$ cat config.mk
export PLATFORM = sky130hd
export DESIGN_NAME = fall_detector
export DESIGN_NICKNAME = d
export VERILOG_FILES = /design/src/hdl/fd_pkg.sv /design/src/hdl/fd_front.sv /design/src/hdl/fd_queue.sv /design/src/hdl/fd_back.sv /design/src/hdl/fall_detector.sv
export SDC_FILE = /design/constraint.sdc
export NUM_CORES = 2
export LEC_CHECK = 0
export ABC_AREA = 1
export ABC_CLOCK_PERIOD_IN_PS = 5150
export BUFFER_PORTS_ARGS = -buffer_cell sky130_fd_sc_hd__buf_2
export CORE_MARGIN = 2
export CORE_UTILIZATION = 32
export CTS_BUF_LIST = sky130_fd_sc_hd__clkbuf_4 sky130_fd_sc_hd__clkbuf_8 sky130_fd_sc_hd__clkbuf_16
export DETAILED_ROUTE_END_ITERATION = 8
export SYNTH_ARGS = -nofsm -noshare
export SYNTH_HDL_FRONTEND = slang
export SYNTH_SLANG_ARGS = --single-unit
$ cat constraint.sdc
create_clock -name clk -period 5.15 [get_ports clk]
set_clock_uncertainty 0.2 [all_clocks]
set_input_delay 1.2875 -clock clk [delete_from_list [all_inputs] [get_ports clk]]
set_output_delay 1.2875 -clock clk [all_outputs]
set_load 0.005 [all_outputs]
$ cat src/hdl/fd_pkg.sv
// ----------------------------------------------------------------------------
// fd_pkg
// Types and constants shared by the fall detector modules.
// ----------------------------------------------------------------------------
`default_nettype none

package fd_pkg;

    localparam int AXIS_W    = 16;
    localparam int MAG_W     = 32;
    localparam int SAMPLES_W = 8;
    localparam int CFG_IDX_W = 3;

    // Depth of the queue between classification and state update.
    localparam int QUEUE_DEPTH = 4;
    localparam int QPTR_W      = $clog2(QUEUE_DEPTH);
    localparam int QCNT_W      = $clog2(QUEUE_DEPTH + 1);

    // Register reset values.
    localparam logic [MAG_W-1:0]     FREEFALL_LIMIT_RST = 32'd9000000;
    localparam logic [MAG_W-1:0]     IMPACT_LIMIT_RST   = 32'd1677721600;
    localparam logic [MAG_W-1:0]     STILL_LIMIT_RST    = 32'd42250000;
    localparam logic [SAMPLES_W-1:0] FREEFALL_MIN_RST   = 8'd2;
    localparam logic [SAMPLES_W-1:0] STILL_SAMPLES_RST  = 8'd15;

    typedef enum logic [CFG_IDX_W-1:0] {
        CFG_FREEFALL_LIMIT = 3'd0,
        CFG_IMPACT_LIMIT   = 3'd1,
        CFG_STILL_LIMIT    = 3'd2,
        CFG_FREEFALL_MIN   = 3'd3,
        CFG_STILL_SAMPLES  = 3'd4
    } fd_cfg_idx_t;

    // Thresholds used by the classifier.
    typedef struct packed {
        logic [MAG_W-1:0] freefall_limit_sq;
        logic [MAG_W-1:0] impact_limit_sq;
        logic [MAG_W-1:0] still_limit_sq;
    } fd_limits_t;

    // Sample counts used by the state update.
    typedef struct packed {
        logic [SAMPLES_W-1:0] freefall_min_samples;
        logic [SAMPLES_W-1:0] still_samples;
    } fd_counts_t;

    // One classified sample as it travels through the queue.
    typedef struct packed {
        logic [MAG_W-1:0] magnitude_sq;
        logic             below_freefall;
        logic             above_impact;
        logic             below_still;
    } fd_item_t;

endpackage

`default_nettype wire

$ cat src/hdl/fd_front.sv
// ----------------------------------------------------------------------------
// fd_front
// Accepts samples, squares the three axes, sums them and classifies the
// squared magnitude against the three thresholds.
// ----------------------------------------------------------------------------
`default_nettype none

module fd_front (
    input  wire logic                         clk,
    input  wire logic                         rst_n,
    input  wire logic                         in_valid,
    output logic                              in_ready,
    input  wire logic signed [fd_pkg::AXIS_W-1:0] accel_x,
    input  wire logic signed [fd_pkg::AXIS_W-1:0] accel_y,
    input  wire logic signed [fd_pkg::AXIS_W-1:0] accel_z,
    input  wire fd_pkg::fd_limits_t           limits,
    output logic                              item_valid,
    input  wire logic                         item_ready,
    output fd_pkg::fd_item_t                  item
);
    import fd_pkg::*;

    localparam int ABS_W  = AXIS_W + 1;
    localparam int PROD_W = 2 * ABS_W;

    function automatic logic [MAG_W-1:0] square_axis(input logic [AXIS_W-1:0] raw);
        logic [ABS_W-1:0]  ext;
        logic [ABS_W-1:0]  mag;
        logic [PROD_W-1:0] prod;
        ext  = {raw[AXIS_W-1], raw};
        mag  = raw[AXIS_W-1] ? (ABS_W'(0) - ext) : ext;
        prod = PROD_W'(mag) * PROD_W'(mag);
        // The largest square is 2^30, so the low bits carry it all.
        return prod[MAG_W-1:0];
    endfunction

    logic             sq_valid_reg;
    logic [MAG_W-1:0] sq_x_reg;
    logic [MAG_W-1:0] sq_y_reg;
    logic [MAG_W-1:0] sq_z_reg;
    logic             sum_valid_reg;
    logic [MAG_W-1:0] sum_reg;
    logic             sum_load;
    logic             sq_load;
    logic             sq_move;

    // The sum stage takes a new value when it is empty or being drained.
    assign sum_load = !sum_valid_reg || item_ready;
    assign sq_move  = sq_valid_reg && sum_load;
    assign in_ready = !sq_valid_reg || sum_load;
    assign sq_load  = in_valid && in_ready;

    always_ff @(posedge clk or negedge rst_n)
    begin
        if (!rst_n)
        begin
            sq_valid_reg  <= 1'b0;
            sum_valid_reg <= 1'b0;
        end
        else
        begin
            if (in_ready)
            begin
                sq_valid_reg <= in_valid;
            end
            if (sum_load)
            begin
                sum_valid_reg <= sq_valid_reg;
            end
        end
    end

    always_ff @(posedge clk)
    begin
        if (sq_load)
        begin
            sq_x_reg <= square_axis(accel_x);
            sq_y_reg <= square_axis(accel_y);
            sq_z_reg <= square_axis(accel_z);
        end
        if (sq_move)
        begin
            sum_reg <= sq_x_reg + sq_y_reg + sq_z_reg;
        end
    end

    assign item_valid = sum_valid_reg;

    always_comb
    begin
        item.magnitude_sq   = sum_reg;
        item.below_freefall = sum_reg < limits.freefall_limit_sq;
        item.above_impact   = sum_reg > limits.impact_limit_sq;
        item.below_still    = sum_reg < limits.still_limit_sq;
    end

endmodule

`default_nettype wire

$ cat src/hdl/fd_queue.sv
// ----------------------------------------------------------------------------
// fd_queue
// Short first-in first-out queue of classified samples between the front
// and the back of the detector.
// ----------------------------------------------------------------------------
`default_nettype none

module fd_queue (
    input  wire logic             clk,
    input  wire logic             rst_n,
    input  wire logic             push_valid,
    output logic                  push_ready,
    input  wire fd_pkg::fd_item_t push_item,
    output logic                  pop_valid,
    input  wire logic             pop_ready,
    output fd_pkg::fd_item_t      pop_item
);
    import fd_pkg::*;

    fd_item_t          entries_reg [QUEUE_DEPTH];
    logic [QPTR_W-1:0] wr_ptr_reg;
    logic [QPTR_W-1:0] rd_ptr_reg;
    logic [QCNT_W-1:0] count_reg;
    logic              do_push;
    logic              do_pop;

    assign push_ready = count_reg != QCNT_W'(QUEUE_DEPTH);
    assign pop_valid  = count_reg != '0;
    assign do_push    = push_valid && push_ready;
    assign do_pop     = pop_valid && pop_ready;
    assign pop_item   = entries_reg[rd_ptr_reg];

    always_ff @(posedge clk or negedge rst_n)
    begin
        if (!rst_n)
        begin
            wr_ptr_reg <= '0;
            rd_ptr_reg <= '0;
            count_reg  <= '0;
        end
        else
        begin
            if (do_push)
            begin
                wr_ptr_reg <= wr_ptr_reg + QPTR_W'(1);
            end
            if (do_pop)
            begin
                rd_ptr_reg <= rd_ptr_reg + QPTR_W'(1);
            end
            if (do_push && !do_pop)
            begin
                count_reg <= count_reg + QCNT_W'(1);
            end
            else if (do_pop && !do_push)
            begin
                count_reg <= count_reg - QCNT_W'(1);
            end
        end
    end

    always_ff @(posedge clk)
    begin
        if (do_push)
        begin
            entries_reg[wr_ptr_reg] <= push_item;
        end
    end

endmodule

`default_nettype wire

$ cat src/hdl/fd_back.sv
// ----------------------------------------------------------------------------
// fd_back
// Runs the free fall, impact and stillness tracking on classified samples
// and holds the result in an output register.
// ----------------------------------------------------------------------------
`default_nettype none

module fd_back #(
    parameter int COUNT_WIDTH = 8
) (
    input  wire logic             clk,
    input  wire logic             rst_n,
    input  wire logic             item_valid,
    output logic                  item_ready,
    input  wire fd_pkg::fd_item_t item,
    input  wire fd_pkg::fd_counts_t counts,
    output logic                  out_valid,
    input  wire logic             out_ready,
    output logic [fd_pkg::MAG_W-1:0] magnitude_sq,
    output logic                  freefall_event,
    output logic                  impact_after_freefall,
    output logic                  impact_alone,
    output logic                  fall_confirmed
);
    import fd_pkg::*;

    localparam int CMP_W = (COUNT_WIDTH > SAMPLES_W) ? COUNT_WIDTH : SAMPLES_W;
    localparam logic [COUNT_WIDTH-1:0] COUNT_MAX = {COUNT_WIDTH{1'b1}};

    logic [COUNT_WIDTH-1:0] low_run_reg;
    logic [COUNT_WIDTH-1:0] low_run_next;
    logic                   armed_reg;
    logic                   armed_next;
    logic                   reported_reg;
    logic                   reported_next;
    logic                   active_reg;
    logic                   active_next;
    logic [COUNT_WIDTH-1:0] quiet_reg;
    logic [COUNT_WIDTH-1:0] quiet_next;
    logic                   out_valid_reg;
    logic [MAG_W-1:0]       magnitude_reg;
    logic                   ff_event_reg;
    logic                   ff_event_next;
    logic                   imp_ff_reg;
    logic                   imp_ff_next;
    logic                   imp_alone_reg;
    logic                   imp_alone_next;
    logic                   confirmed_reg;
    logic                   confirmed_next;
    logic [COUNT_WIDTH-1:0] low_run_inc;
    logic [COUNT_WIDTH-1:0] quiet_inc;
    logic                   run_reached;
    logic                   quiet_reached;
    logic                   pop;

    assign item_ready = !out_valid_reg || out_ready;
    assign pop        = item_valid && item_ready;

    assign low_run_inc   = (low_run_reg == COUNT_MAX) ? low_run_reg
                                                      : low_run_reg + COUNT_WIDTH'(1);
    assign quiet_inc     = (quiet_reg == COUNT_MAX) ? quiet_reg
                                                    : quiet_reg + COUNT_WIDTH'(1);
    assign run_reached   = CMP_W'(low_run_inc) >= CMP_W'(counts.freefall_min_samples);
    assign quiet_reached = CMP_W'(quiet_inc) >= CMP_W'(counts.still_samples);

    always_comb
    begin
        low_run_next   = '0;
        armed_next     = armed_reg;
        reported_next  = reported_reg;
        active_next    = active_reg;
        quiet_next     = quiet_reg;
        ff_event_next  = 1'b0;
        imp_ff_next    = 1'b0;
        imp_alone_next = 1'b0;
        confirmed_next = 1'b0;

        if (item.below_freefall)
        begin
            low_run_next = low_run_inc;
            if (run_reached)
            begin
                armed_next = 1'b1;
                if (!reported_reg)
                begin
                    reported_next = 1'b1;
                    ff_event_next = 1'b1;
                end
            end
        end

        // An impact already under way is judged for stillness; the sample
        // that starts an impact is not.
        if (active_reg)
        begin
            if (item.below_still)
            begin
                if (quiet_reached)
                begin
                    active_next    = 1'b0;
                    quiet_next     = '0;
                    armed_next     = 1'b0;
                    confirmed_next = 1'b1;
                end
                else
                begin
                    quiet_next = quiet_inc;
                end
            end
            else
            begin
                active_next   = 1'b0;
                quiet_next    = '0;
                armed_next    = 1'b0;
                reported_next = 1'b0;
            end
        end
        else if (item.above_impact)
        begin
            active_next    = 1'b1;
            quiet_next     = '0;
            reported_next  = 1'b0;
            imp_ff_next    = armed_next;
            imp_alone_next = !armed_next;
        end
    end

    always_ff @(posedge clk or negedge rst_n)
    begin
        if (!rst_n)
        begin
            low_run_reg   <= '0;
            armed_reg     <= 1'b0;
            reported_reg  <= 1'b0;
            active_reg    <= 1'b0;
            quiet_reg     <= '0;
            out_valid_reg <= 1'b0;
        end
        else
        begin
            if (pop)
            begin
                low_run_reg  <= low_run_next;
                armed_reg    <= armed_next;
                reported_reg <= reported_next;
                active_reg   <= active_next;
                quiet_reg    <= quiet_next;
            end
            if (item_ready)
            begin
                out_valid_reg <= item_valid;
            end
        end
    end

    always_ff @(posedge clk)
    begin
        if (pop)
        begin
            magnitude_reg <= item.magnitude_sq;
            ff_event_reg  <= ff_event_next;
            imp_ff_reg    <= imp_ff_next;
            imp_alone_reg <= imp_alone_next;
            confirmed_reg <= confirmed_next;
        end
    end

    assign out_valid             = out_valid_reg;
    assign magnitude_sq          = magnitude_reg;
    assign freefall_event        = ff_event_reg;
    assign impact_after_freefall = imp_ff_reg;
    assign impact_alone          = imp_alone_reg;
    assign fall_confirmed        = confirmed_reg;

endmodule

`default_nettype wire

$ cat src/hdl/fall_detector.sv
// ----------------------------------------------------------------------------
// fall_detector
// Free fall, impact and stillness fall detector for 3-axis accelerometer
// samples, with a register file for its thresholds and sample counts.
// ----------------------------------------------------------------------------
//
//  Channel   Handshake             Payload
//  -------   -------------------   ---------------------------------------
//  in        in_valid/in_ready     accel_x, accel_y, accel_z
//  out       out_valid/out_ready   magnitude_sq, freefall_event,
//                                  impact_after_freefall, impact_alone,
//                                  fall_confirmed
//  cfg       cfg_valid/cfg_ready   cfg_index, cfg_data
//
//  One transaction per cycle each way when nothing stalls. The squares are
//  registered at the accepting edge, and the result then passes through the
//  sum register, the queue and the output register.
//  Reset clears the tracking state and loads the register defaults; samples
//  are taken right after reset. A stalled output fills the queue first and
//  then holds the input side. Configuration writes are taken every cycle.
// ----------------------------------------------------------------------------
`default_nettype none

module fall_detector #(
    parameter int COUNT_WIDTH = 8
) (
    input  wire logic                                 clk,
    input  wire logic                                 rst_n,
    input  wire logic                                 in_valid,
    output logic                                      in_ready,
    input  wire logic signed [fd_pkg::AXIS_W-1:0]     accel_x,
    input  wire logic signed [fd_pkg::AXIS_W-1:0]     accel_y,
    input  wire logic signed [fd_pkg::AXIS_W-1:0]     accel_z,
    output logic                                      out_valid,
    input  wire logic                                 out_ready,
    output logic [fd_pkg::MAG_W-1:0]                  magnitude_sq,
    output logic                                      freefall_event,
    output logic                                      impact_after_freefall,
    output logic                                      impact_alone,
    output logic                                      fall_confirmed,
    input  wire logic                                 cfg_valid,
    output logic                                      cfg_ready,
    input  wire logic [fd_pkg::CFG_IDX_W-1:0]         cfg_index,
    input  wire logic [fd_pkg::MAG_W-1:0]             cfg_data
);
    import fd_pkg::*;

    fd_limits_t limits_reg;
    fd_counts_t counts_reg;
    logic       cfg_write;
    logic       q_push_valid;
    logic       q_push_ready;
    fd_item_t   q_push_item;
    logic       q_pop_valid;
    logic       q_pop_ready;
    fd_item_t   q_pop_item;

    assign cfg_ready = 1'b1;
    assign cfg_write = cfg_valid && cfg_ready;

    always_ff @(posedge clk or negedge rst_n)
    begin
        if (!rst_n)
        begin
            limits_reg.freefall_limit_sq    <= FREEFALL_LIMIT_RST;
            limits_reg.impact_limit_sq      <= IMPACT_LIMIT_RST;
            limits_reg.still_limit_sq       <= STILL_LIMIT_RST;
            counts_reg.freefall_min_samples <= FREEFALL_MIN_RST;
            counts_reg.still_samples        <= STILL_SAMPLES_RST;
        end
        else if (cfg_write)
        begin
            // Writes beyond the register list are dropped.
            unique case (cfg_index)
                CFG_FREEFALL_LIMIT: limits_reg.freefall_limit_sq <= cfg_data;
                CFG_IMPACT_LIMIT:   limits_reg.impact_limit_sq   <= cfg_data;
                CFG_STILL_LIMIT:    limits_reg.still_limit_sq    <= cfg_data;
                CFG_FREEFALL_MIN:
                    counts_reg.freefall_min_samples <= cfg_data[SAMPLES_W-1:0];
                CFG_STILL_SAMPLES:
                    counts_reg.still_samples <= cfg_data[SAMPLES_W-1:0];
                default: ;
            endcase
        end
    end

    fd_front u_front (
        .clk        (clk),
        .rst_n      (rst_n),
        .in_valid   (in_valid),
        .in_ready   (in_ready),
        .accel_x    (accel_x),
        .accel_y    (accel_y),
        .accel_z    (accel_z),
        .limits     (limits_reg),
        .item_valid (q_push_valid),
        .item_ready (q_push_ready),
        .item       (q_push_item)
    );

    fd_queue u_queue (
        .clk        (clk),
        .rst_n      (rst_n),
        .push_valid (q_push_valid),
        .push_ready (q_push_ready),
        .push_item  (q_push_item),
        .pop_valid  (q_pop_valid),
        .pop_ready  (q_pop_ready),
        .pop_item   (q_pop_item)
    );

    fd_back #(
        .COUNT_WIDTH (COUNT_WIDTH)
    ) u_back (
        .clk                   (clk),
        .rst_n                 (rst_n),
        .item_valid            (q_pop_valid),
        .item_ready            (q_pop_ready),
        .item                  (q_pop_item),
        .counts                (counts_reg),
        .out_valid             (out_valid),
        .out_ready             (out_ready),
        .magnitude_sq          (magnitude_sq),
        .freefall_event        (freefall_event),
        .impact_after_freefall (impact_after_freefall),
        .impact_alone          (impact_alone),
        .fall_confirmed        (fall_confirmed)
    );

endmodule

`default_nettype wire
---- Word level (Yosys, flattened, before mapping) ----
Memory sizes are Yosys's and may differ from the RTL's.
Cells that the tools add are included.
word-level totals
  input bits .............................. 88
  memories kept ........................... 1
  flip-flop bits (word level) ............. 305
  bits in writable memories ............... 140
  output and inout bits ................... 39
operators by class
  add/sub/neg operators ................... 11
  bitwise gates (word level) .............. 1
  reduce and logical (&&, ||, !) cells .... 28
  $lt $le $gt $ge ......................... 5
  muxes and demuxes ....................... 30
  multipliers ............................. 3
  equal/unequal tests ..................... 7
memory list
  memory               words  bits a word  rd ports  clocked after Yosys merged registers in  wr ports  RTL line        RTL
  u_queue.entries_reg  4      35           1         0                                        1         fd_queue.sv:20  fd_item_t entries_reg [QUEUE_DEPTH];
operators by type and width
  kind                   count
  $mul 17x17->32         3
  $add 32x32->32         2
  $lt 32x32->1           2
  $mux 8                 7
  $mux 17                3
  $sub 1x16->17 const A  3
  $gt 32x32->1           1
  $mux 1                 18
  $add 8x1->8 const B    2
  $eq 8x8->1 const B     2
  $ge 8x8->1             2
  $reduce_and 2->1       8
  $eq 3x2->1 const B     2
  $logic_and 1x1->1      6
  $logic_not 1->1        6
  $mux 3                 2
  $add 2x1->2 const B    2
  $reduce_bool 2->1      2
  $add 3x1->3 const B    1
  $eq 3x1->1 const B     1
  $eq 3x3->1 const B     1
  $logic_not 3->1        1
  $logic_or 1x1->1       3
  $ne 3x3->1 const B     1
  4 further kinds        4

---- Longest topological paths before layout ----
  depth in word-level cells ............... 8
  depth in mapped cells ................... 37
  mapped depth without buffers ............ 36

---- Hierarchy ----
From an unflattened synthesis, not the netlist that was laid out.
unflattened totals
  cell total of the unflattened synthesis .. 5,783
  area, all modules ....................... 48,945.7 um^2
modules (own cells, without submodules)
  module         sequential area each (um^2)  area an instance (um^2)  instances  cells each
  fd_front       3,803.6                      35,587.9                 1          4,533
  fd_queue       4,379.2                      6,020.8                  1          467
  fall_detector  2,834.0                      4,539.4                  1          498
  fd_back        1,581.5                      2,797.7                  1          285

---- Worst setup path after synthesis ----
No wires, ideal clock.
  path kind ............................... input-to-reg
  from .................................... input accel_z[0] (netlist bit)
  to ...................................... register u_front.sq_z_reg[21], data pin
  arrival time ............................ 7.097 ns
  stages .................................. 31
  slack ................................... -2.400 ns
  data required time ...................... 4.698 ns
  cells stage by stage .................... inv_2 clkbuf_1 ha_1 inv_1 nor3_2 nand3_1 nand2_1 nand3_1 nand2_1 nand2_1 buf_4 nand2_1 inv_1 fa_1 inv_1 fa_1 inv_1 fa_1 inv_1 fa_1 fa_1 fa_1 inv_1 ha_1 nand2_1 nor2_1 nand2_1 o21ai_0 nand2_1 nand3_1 nand2_1
on the way
  word-level cells in the longest chain between the ends .. 3
ends and longest elaborated chain
  what                  RTL line             RTL
  from (decl)           fall_detector.sv:33  input wire logic signed [fd_pkg::AXIS_W-1:0] accel_z,
  $sub 1x16->17         fd_front.sv:31       mag = raw[AXIS_W-1] ? (ABS_W'(0) - ext) : ext;
  $mux 17 (*)           fd_front.sv:31
  $mul 17x17->32 (*)    fd_front.sv:32       prod = PROD_W'(mag) * PROD_W'(mag);
  to (signal assigned)  fd_front.sv:79       sq_z_reg <= square_axis(accel_z);
  to (decl)             fd_front.sv:40       logic [MAG_W-1:0] sq_z_reg;
Mark *: on every way between the ends. The rest lies on a longest branch, timed or not.
A chain may end at the register's enable or synchronous reset.

---- Worst setup path after layout ----
  from .................................... input accel_z[0] (netlist bit)
  to ...................................... register u_front.sq_z_reg[26], data pin
Same word-level chain as after synthesis.

==> impl_metrics.toml <==
[synthesis]
syn_area_per_cell_um2 = 8.89
yosysTopAreaCell = "fa_1"
total_number_of_yosys_warnings = 0
post_synth_instance_area_um2 = 46900
synth_top_flop_cell = "edfxtp_1"
synth_cell_type_count = 60
synth.area.top_cells = "fa_1, edfxtp_1, ha_1"
synth-seq-cells = 442
yosysSeqAreaShare = 0.269
post_synthesis_instance_total = 5273
yosysTopAreaCellShare = 0.258
ys_async_sr_fraction = 0.319
number_of_enable_flip_flop_cells_after_synthesis = 301

[die]
die_area_um2 = 150000
rows = 140
io_pins = 127
die_y_um = 387
area_of_the_core_um2 = 146000
die_width_um = 387
floorplan.initialDensity = 0.322

[run_status]
violations = "setup timing"
status = "finished with violations"

[setup_path]
crit_arrival_ns = 6.90
critical_path.most_common_cell = "inv_2"
cpMaxStageDelayCell = "fa_1"
max_stage_delay_ns = 0.58
critical_path_capture_point_type = "flop"
rrSetupSlack_ns = 2.07
setup.worst_path.start_class = "primary input"
crit_path_max_fanout = 4
crit_type = "in2reg"
crit_required_ns = 5.29

[cells_and_area]
final_cell_area_um2 = 63100
finish.net_count = 7370
layout_commonest_cell = "inv_1"
final.fill_count = 13800
diodes = 0
post_route_cells_drive_above_1_share = 0.326
final_cell_count_no_fill = 8197
syn_to_final_growth_pct = 34.7
layout_common_cells = "inv_1, nand2_1, buf_4"
flip_flop_count_of_the_largest_register_after_layout = 140

[placement]
postPlaceCellArea_um2 = 56700
setup_ws_pre_cts_ns = -2.50
place.detailed.hpwl_um = 98200
finalWeightedCongestion = 0.872
post-place-cells = 7961
io_buffers = 125

[drt]
drtIter0Drc = 1805
detailroute.via_count = 37200
drt_first_pass_iters = 5
ant_nets = 0
routedWlPerCell_um = 14.9
drt-total-wl_um = 122000
vias_per_cell = 4.54
drc = 0

[timing]
final-hold-violation-count = 0
setup_viol = 77
achievable-frequency_mhz = 148
fin_worst_setup_slack_ns = -1.61
finalCritPeriodShare = 1.31
worstMarginPinSlew_ns = 1.13
slew_headroom = 0.247
final_count_of_pins_violating_max_slew = 0
final_period_minus_worst_setup_slack_ns = 6.76
totalNegativeSetupSlack_ns = -98.68
grt_setup_unrepaired = "yes"

[cts]
clock-sinks = 442
cts_tree = "yes"
clock_path_buffers = 3
cts-hold-fix-buffers = 0
htree_levels = 2
cts-buffers-inserted = 49
clk_transition_reported_paths_ns = 0.06
clk_lat_worst_skew_ns = 0.59
clock_tree.root_cell = "clkbuf_16"

[global_routing]
grt_use_met2 = 0.292
grt_use_met1 = 0.214
grt_first_pass_wirelength_um = 199000
groute.layer.met3.usage = 0.0118
grt_use_total = 0.162
first_global_vias = 39200
global_route.peak_usage_layer = "met2"
antenna_found_initial = 0
grt_overflow_total = 0
grt_max_degree = 89

[run]
cap_violations = 0

[min_path]
worstHoldPathType = "reg2reg"
-- area by class of cell --
type | count | area (µm²) | area share
well taps | 1917 | 2400 | 0.0380
multi-input cells | 3553 | 34300 | 0.544
clock buffers | 64 | 1370 | 0.0217
inverters | 1297 | 5070 | 0.0804
repair buffers | 897 | 7100 | 0.113
clock inverters | 27 | 229 | 0.00363
flip-flops and latches | 442 | 12600 | 0.200
-- cells by family (layout without fill, tap and decap cells) --
| family | Yosys count | count (layout) | synth area share |
|---|---|---|---|
| buf+inv | 1385 | 2285 | 0.113 |
| flops | 442 | 442 | 0.269 |
| other cells | 2 | 107 | 0.000160 |
| compound gates | 603 | 603 | 0.0692 |
| xor+xnor | 115 | 115 | 0.0221 |
| simple gates | 1681 | 1683 | 0.151 |
| fa+ha+maj | 1042 | 1042 | 0.375 |
| mux | 3 | 3 | 0.000668 |
-- cells in the mapped netlist (10+ instances only) --
| cell type | instances |
|---|---|
| inv_1 | 1255 |
| nand2_1 | 914 |
| fa_1 | 604 |
| ha_1 | 438 |
| nor2_1 | 429 |
| edfxtp_1 | 301 |
| o21ai_0 | 288 |
| a21oi_1 | 200 |
| nand3_1 | 155 |
| dfrtp_1 | 116 |
| xor2_1 | 84 |
| nand4_1 | 59 |
| clkbuf_1 | 49 |
| inv_2 | 37 |
| o22ai_1 | 34 |
| nor3_1 | 33 |
| xnor2_1 | 29 |
| buf_2 | 26 |
| dfstp_2 | 25 |
| nor2_2 | 17 |
| o21bai_1 | 17 |
| a21o_1 | 14 |
| nand2_2 | 14 |
| o21ai_1 | 12 |
| buf_4 | 11 |
| nand3b_1 | 10 |
| nor2_4 | 10 |
-- per-layer routing --
layer,part of all wire,up-vias
met3,0.030,145
met2,0.51,581
met1,0.45,18400
met5,0,-
met4,0.018,0
li1,-,18200
-- what timing repair did --
item	4_1_cts	5_1_grt
setup endpoints to repair	81	81
setup buffers	90	68
pin swaps	357	269
gates resized for setup	582	362
cloned	2	0
-- critical path, delay by kind of cell --
kind,cells,cell delay (ns)
adder cells (fa/ha/maj),8,3.49
buffers and inverters,9,0.61
AND/OR/NAND/NOR,9,0.95
AO/OA/AOI/OAI,3,0.54
-- final timing paths --
kind	startpoint	end	cells past startpoint
min reg2reg	limits_reg[92]$_DFFE_PN0P_	limits_reg[92]$_DFFE_PN0P_	2
max reg2reg	u_queue.count_reg[0]$_DFFE_PN0P_	u_front.sq_x_reg[30]$_DFFE_PP_	5
max in group asynchronous	rst_n	limits_reg[61]$_DFFE_PN1P_	2
min in group asynchronous	rst_n	u_back.low_run_reg[6]$_DFFE_PN0P_	1
min	limits_reg[92]$_DFFE_PN0P_	limits_reg[92]$_DFFE_PN0P_	2
max	accel_z[0]	u_front.sq_z_reg[26]$_DFFE_PP_	29
-- per-stage QoR --
stage                     utilization  hold WS [ns]
after floorplan                     -         0.253
after global placement          0.389         0.265
after detailed placement        0.389         0.273
after CTS                       0.421         0.288
after global routing            0.433         0.298
final                           0.433         0.284
Power is not shown: default switching activity piles up to over one toggle a cycle in this logic, so the estimate is an artifact.
